===== config.mk =====
export PLATFORM = sky130hd
export DESIGN_NAME = sukt_cell
export DESIGN_NICKNAME = d
export VERILOG_FILES = /design/src/rtl/sorted_unique_key_table_core_macros.svh /design/src/rtl/sukt_pkg.sv /design/src/rtl/sukt_cell.sv
export SDC_FILE = /design/constraint.sdc
export NUM_CORES = 1
export LEC_CHECK = 0
export ABC_AREA = 1
export BUFFER_PORTS_ARGS = -buffer_cell sky130_fd_sc_hd__buf_4
export CORE_AREA = 2 2 487 489
export CTS_BUF_LIST = sky130_fd_sc_hd__clkbuf_16
export CTS_CLUSTER_DIAMETER = 30
export DETAILED_ROUTE_END_ITERATION = 8
export DIE_AREA = 0 0 489 491
export GPL_TIMING_DRIVEN = 1
export PLACE_DENSITY = 0.3
export SKIP_CTS_REPAIR_TIMING = 1
export SYNTH_ARGS = -nofsm -noshare
export SYNTH_HDL_FRONTEND = slang
export SYNTH_SLANG_ARGS = --single-unit

===== constraint.sdc =====
create_clock -name clk -period 6.5 [get_ports clk]
set_clock_uncertainty 0.2 [all_clocks]
set_input_delay 0.325 -clock clk [delete_from_list [all_inputs] [get_ports clk]]
set_output_delay 0.325 -clock clk [all_outputs]
set_load 0.005 [all_outputs]

===== src/rtl/sorted_unique_key_table_core_macros.svh =====
// Assertion helpers for the key table core
`ifndef SORTED_UNIQUE_KEY_TABLE_CORE_MACROS_SVH
`define SORTED_UNIQUE_KEY_TABLE_CORE_MACROS_SVH

`ifndef NO_ASSERTIONS
`define SUKT_ASSERT_IMPLIES(label, clk, rst_n, a, c) \
  label: assert property (@(posedge clk) disable iff (!rst_n) (a) |-> (c)) \
    else $error("key table: same-cycle check failed");
`define SUKT_ASSERT_NEXT(label, clk, rst_n, a, c) \
  label: assert property (@(posedge clk) disable iff (!rst_n) (a) |=> (c)) \
    else $error("key table: next-cycle check failed");
`else
`define SUKT_ASSERT_IMPLIES(label, clk, rst_n, a, c)
`define SUKT_ASSERT_NEXT(label, clk, rst_n, a, c)
`endif

`endif


===== src/rtl/sukt_pkg.sv =====
package sukt_pkg;

  localparam int KEY_W  = 152;
  localparam int NAME_W = 80;

  typedef logic [KEY_W-1:0]  key_t;
  typedef logic [NAME_W-1:0] name_t;

  localparam logic [2:0] CMD_INSERT = 3'd0;
  localparam logic [2:0] CMD_DELETE = 3'd1;
  localparam logic [2:0] CMD_QUERY  = 3'd2;
  localparam logic [2:0] CMD_RENAME = 3'd3;
  localparam logic [2:0] CMD_REKEY  = 3'd4;
  localparam logic [2:0] CMD_COUNT  = 3'd5;

  localparam logic [1:0] ST_OK        = 2'd0;
  localparam logic [1:0] ST_NOT_FOUND = 2'd1;
  localparam logic [1:0] ST_DUPLICATE = 2'd2;
  localparam logic [1:0] ST_FULL      = 2'd3;

  typedef struct packed {
    logic ins;
    logic del;
    logic ren;
    logic use_b;
  } cell_op_t;

endpackage


===== src/rtl/sukt_cell.sv =====
module sukt_cell (
  input  logic              clk,
  input  logic              occ,
  input  sukt_pkg::cell_op_t op,
  input  sukt_pkg::key_t    probe_a,
  input  sukt_pkg::key_t    probe_b,
  input  sukt_pkg::key_t    ins_key,
  input  sukt_pkg::name_t   ins_name,
  input  logic              left_g,
  input  sukt_pkg::key_t    left_key,
  input  sukt_pkg::name_t   left_name,
  input  sukt_pkg::key_t    right_key,
  input  sukt_pkg::name_t   right_name,
  output logic              g_out,
  output sukt_pkg::key_t    key,
  output sukt_pkg::name_t   name,
  output logic              eq_a,
  output logic              eq_b
);
  import sukt_pkg::*;

  key_t  key_r;
  name_t name_r;
  logic  eq_a_r;
  logic  gt_a_r;
  logic  eq_b_r;
  logic  gt_b_r;

  assign g_out = occ & (op.use_b ? gt_b_r : gt_a_r);
  assign key   = key_r;
  assign name  = name_r;
  assign eq_a  = eq_a_r;
  assign eq_b  = eq_b_r;

  always_ff @(posedge clk) begin
    eq_a_r <= (probe_a == key_r);
    gt_a_r <= (probe_a > key_r);
    eq_b_r <= (probe_b == key_r);
    gt_b_r <= (probe_b > key_r);
  end

  // shift left on delete, shift right or load on insert, overwrite name on rename
  always_ff @(posedge clk) begin
    if (op.del && occ && !gt_a_r) begin
      key_r  <= right_key;
      name_r <= right_name;
    end else if (op.ins && !g_out) begin
      if (left_g) begin
        key_r  <= ins_key;
        name_r <= ins_name;
      end else begin
        key_r  <= left_key;
        name_r <= left_name;
      end
    end else if (op.ren && occ && eq_a_r) begin
      name_r <= ins_name;
    end
  end

endmodule


# Yosys cells after proc, flatten, opt, wreduce, memory -nomap -nowiden
# Index checks and enable logic that the tools add are counted.
[word_totals] latch_bits=0 memories=0 wordCells=28 rom_bits=0 in_bits=1007 ff_bits=236 ramBits=0
[op_classes] shift=0 bitwise_logic=1 n_lt_le_gt_ge=2 n_mul=0 reduce_logical=9 eq_ne=2 muxes=8 div_mod_pow=0 addsub=0
[op_table] op="two-way mux 152 bit" count=3
[op_table] op="two-way mux 80 bit" count=4
[op_table] op="== test 152 bit" count=2
[op_table] op="greater-than comparator 152 bit" count=2
[op_table] op="logical AND 1 bit" count=5
[op_table] op="nonzero test 3 bit" count=1
[op_table] op="logical NOT 1 bit" count=2
[op_table] op="nonzero test 2 bit" count=1
[op_table] op="bitwise AND 1 bit" count=1
[op_table] op="two-way mux 1 bit" count=1

# Longest topological paths before layout
[logic_depth] depth_word=6 ltp_mapped=15

# Worst setup path before layout
# No wires, ideal clock.
[synth_path] path_type="input -> register" start="input occ" end="register name_r[0], in the netlist name[0], enable pin" t_arrival_ps=5354 path_slack_ps=537 t_required_ps=5891 path_buffers=1 setup_ps=409 cell_stages=6 path_cell_list="inv_1 nor2_1 nand2_2 buf_2 nand2_1 a31o_2"
[synth_via] elab_chain_cells=4
[synth_rtl] item="from (decl)" line_no="sukt_cell.sv:3" source="input logic occ,"
[synth_rtl] item="bitwise AND 1 bit" line_no="sukt_cell.sv:29" source="assign g_out = occ & (op.use_b ? gt_b_r : gt_a_r);"
[synth_rtl] item="logical NOT 1 bit" line_no="sukt_cell.sv:47" source="end else if (op.ins && !g_out) begin"
[synth_rtl] item="logical AND 1 bit" line_no="sukt_cell.sv:47"
[synth_rtl] item="nonzero test 3 bit (no line) (*)"
[synth_rtl] item="to (signal assigned)" line_no="sukt_cell.sv:46" source="name_r <= right_name;"
[synth_rtl] item="to (signal assigned)" line_no="sukt_cell.sv:50" source="name_r <= ins_name;"
[synth_rtl] item="to (signal assigned)" line_no="sukt_cell.sv:53" source="name_r <= left_name;"
[synth_rtl] item="to (decl)" line_no="sukt_cell.sv:23" source="name_t name_r;"
# Mark *: on every way between the ends. The rest lies on a longest branch, timed or not.
# A chain may end at the register's enable or synchronous reset.

# Worst setup path in the final report
[layout_path] start="register gt_a_r" end="register name_r[57], in the netlist name[57], enable pin"
[layout_via] elab_chain_cells=5
[layout_rtl] item="from (decl)" line_no="sukt_cell.sv:25" source="logic gt_a_r;"
[layout_rtl] item="from (signal assigned)" line_no="sukt_cell.sv:37" source="gt_a_r <= (probe_a > key_r);"
[layout_rtl] item="two-way mux 1 bit" line_no="sukt_cell.sv:29"
[layout_rtl] item="bitwise AND 1 bit" line_no="sukt_cell.sv:29"
[layout_rtl] item="logical NOT 1 bit" line_no="sukt_cell.sv:47"
[layout_rtl] item="logical AND 1 bit" line_no="sukt_cell.sv:47"
[layout_rtl] item="nonzero test 3 bit (no line) (*)"
# Marks and branches as above.

==> reports/metrics.csv <==
metric;value;unit
n_fill_cell;26606;
wl_met2;96.7;mm
drtIter0Drc;980;
slowest_delay;580;ps
die_x;489;um
hold_slack;14.5;ps
hp-class;primary input to register;
fmax;264;MHz
synth_top_family_by_area;adder cells;
synth_seq_cells;236;
yosysWarnings;0;
startpoint_type;register;
crit_family;simple AND/OR/NAND/NOR gates;
path_class;register to register;
cp-end-kind;register;
port_buffers;1241;
die-area;240000;um2
cellLeakagePower;19.4;nW
critical_path_required;6600;ps
outcome;complete, no violations;
overflow;0;
pre_cts_slack;2730;ps
yosys.area_share.simple;17.7;%
cpMaxStageDelayCell;nand2_4;
synth_xor_area_share;0;%
synthesis.nets;3714;
ys_seq_area_share;35.1;%
cts_root_buf;clkbuf_16;
period_minus_slack;3790;ps
power_frac_comb;29.4;%
ys_types;37;
power.density;246;nW/um2
cts.sinks;236;
top_layer;met5;
p_int;0.00691;W
clock_latency;750;ps
core;235000;um2
nets;5464;
syn_inst;2403;
fin_ws;2710;ps
cts_tree;done;
drc;0;
area_delta_synth_final;107;%
dpl.hpwl;169;mm
ant_nets;0;
pwr-share-clk;49.8;%
synth-compound-area-share;13.1;%
relSlewSlack;30.7;%
syn_area_per_cell;8.35;um2
period_share;58.2;%
switchingPower;0.00329;W
drive_gt1_share;34.1;%
initial_core_util;8.55;%
antenna_found_initial;174;
rrSetupSlack;2710;ps
muxShareOfSynthArea;7.59;%
h-tree-depth;3;
numCtsBuffers;116;
path_max_fanout;80;
drt-pass1-iter-count;5;
via_per_inst;3.37;
vias;25121;
syn_area;20100;um2
grt_max_degree;114;
ir_worst_vdd;199;uV
fp.dieH;491;um
grt_pass1_wl;239;mm
finalSetupViolations;0;
slew_viol_final;0;
wl_met3;19.3;mm
maxCapViolCount;0;
wl_met1;71.9;mm
worst_slew_pin_slew;1040;ps
hold_viol;0;
cpMostUsedCell;nand2_4;
final_util;17.7;%
clk_path_buf_depth;3;
grt_pass1_vias;24353;
pwr-share-seq;20.8;%
synth_adder_area_share;19.0;%
rsz0062_at_grt;false;
setup_tns;0;ps
p_sw_share;32.2;%
path_cells;nor2_1 > nor3_2 > inv_2 > nand2_4 > nand2_4 > a31o_4 > buf_12;
clkTransAtPathRegs;40;ps
wl_per_cell;25.9;um
crit_buf_inv;2;
grt_usage;15.3;%
gp_congestion;0.832;
routed_wl;193;mm
io-pin-count;1242;
arrival;3880;ps
fp-row-count;178;
path summary, 6_finish.rpt:
path / start / to / cells past startpoint
hold reg to reg: key[120] / eq_b / 6
hold / removal: left_key[47] / key[47] / 3
setup / recovery: gt_a_r / name[57] / 7
setup reg to reg: gt_a_r / name[57] / 7
state kept, by name, summed over array words and instances (netlist names):
name	count
key	152
name	80
eq_b	1
eq_a	1
gt_a_r	1
gt_b_r	1
synth_stat cells, drive strengths merged:
library cell	instances	area, um2
nand2	449	1700
nor2	339	1320
ha	304	3800
a21oi	274	1380
inv	261	980
edfxtp	232	6970
mux2i	152	1520
o21ai	101	505
a31oi	80	500
buf	53	390
clkbuf	40	150
nand3	40	210
nand4	22	138
a21o	14	105
o21a	11	82.6
nor3	7	55.1
and2	5	31.3
nor3b	5	62.6
o21bai	5	37.5
dfxtp	4	80.1
nor4	2	18.8
a31o	1	8.76
and3	1	6.26
nor2b	1	6.26
power groups by stage:
stage / Sequential, W / Combinational [W] / Clock (W)
2_1_floorplan: 0.00213 / 0.00104 / 0
3_3_place_gp: 0.00214 / 0.00267 / 0
3_5_place_dp: 0.00214 / 0.00267 / 0
4_1_cts: 0.00213 / 0.00268 / 0.00523
5_1_grt: 0.00214 / 0.00332 / 0.00532
6_report: 0.00212 / 0.00300 / 0.00508
cells in the final DEF, fill, tap and decap left out, types with 31 or more instances in the layout:
cell type / synthesis / layout
inv_1: 259 / 282
edfxtp_1: 232 / 232
dlygate4sd3_1: 0 / 467
nor2_1: 331 / 331
mux2i_1: 152 / 152
clkinv_1: 0 / 31
a31oi_1: 80 / 80
o21ai_0: 101 / 101
nand3_1: 38 / 38
buf_4: 8 / 1251
a21oi_1: 272 / 272
clkbuf_16: 0 / 116
diode_2: 0 / 47
clkinv_2: 0 / 32
ha_1: 304 / 304
nand2_1: 447 / 446
cell families (layout without fill, tap and decap cells):
logic type,Yosys count,after routing
fa+ha+maj,304,304
other cells,0,47
mux,152,152
simple gates,871,871
compound gates,486,486
flops,236,236
buf+inv,354,2203
metal layers:
metal	vias to the layer above	GRT usage (%)
li1	11916	-
met1	11628	15.7
met3	357	7.52
met5	-	0
met4	98	3.68
met2	1122	27.4
worst reg2reg max path, stage by stage (launching register included):
cell,delay (ps)
dfxtp_1,540
nor2_1,120
nor3_2,250
inv_2,160
nand2_4,380
nand2_4,630
a31o_4,610
buf_12,170
per-stage QoR:
stage / cell area (um2) / total power [W] / cells
2_1_floorplan: 20100 / 0.00317 / 2403
3_3_place_gp: 33000 / 0.00481 / 6718
3_5_place_dp: 33000 / 0.00481 / 6718
4_1_cts: 36700 / 0.0100 / 6935
5_1_grt: 41400 / 0.0108 / 7423
6_report: 41500 / 0.0102 / 7449
cell type report:
cell class                      count  area, um2  share of cell area [%]
Timing Repair Buffer             1725      14200                    34.2
Multi-Input combinational cell   1813      11500                    27.8
Sequential cell                   236       7050                    17.0
Tap cell                         3150       3940                    9.50
Clock buffer                      116       2900                    7.00
Inverter                          261        980                    2.36
Clock inverter                    101        790                    1.90
Antenna cell                       47        118                   0.283
Note: power is estimated with default switching activity, not from simulation.
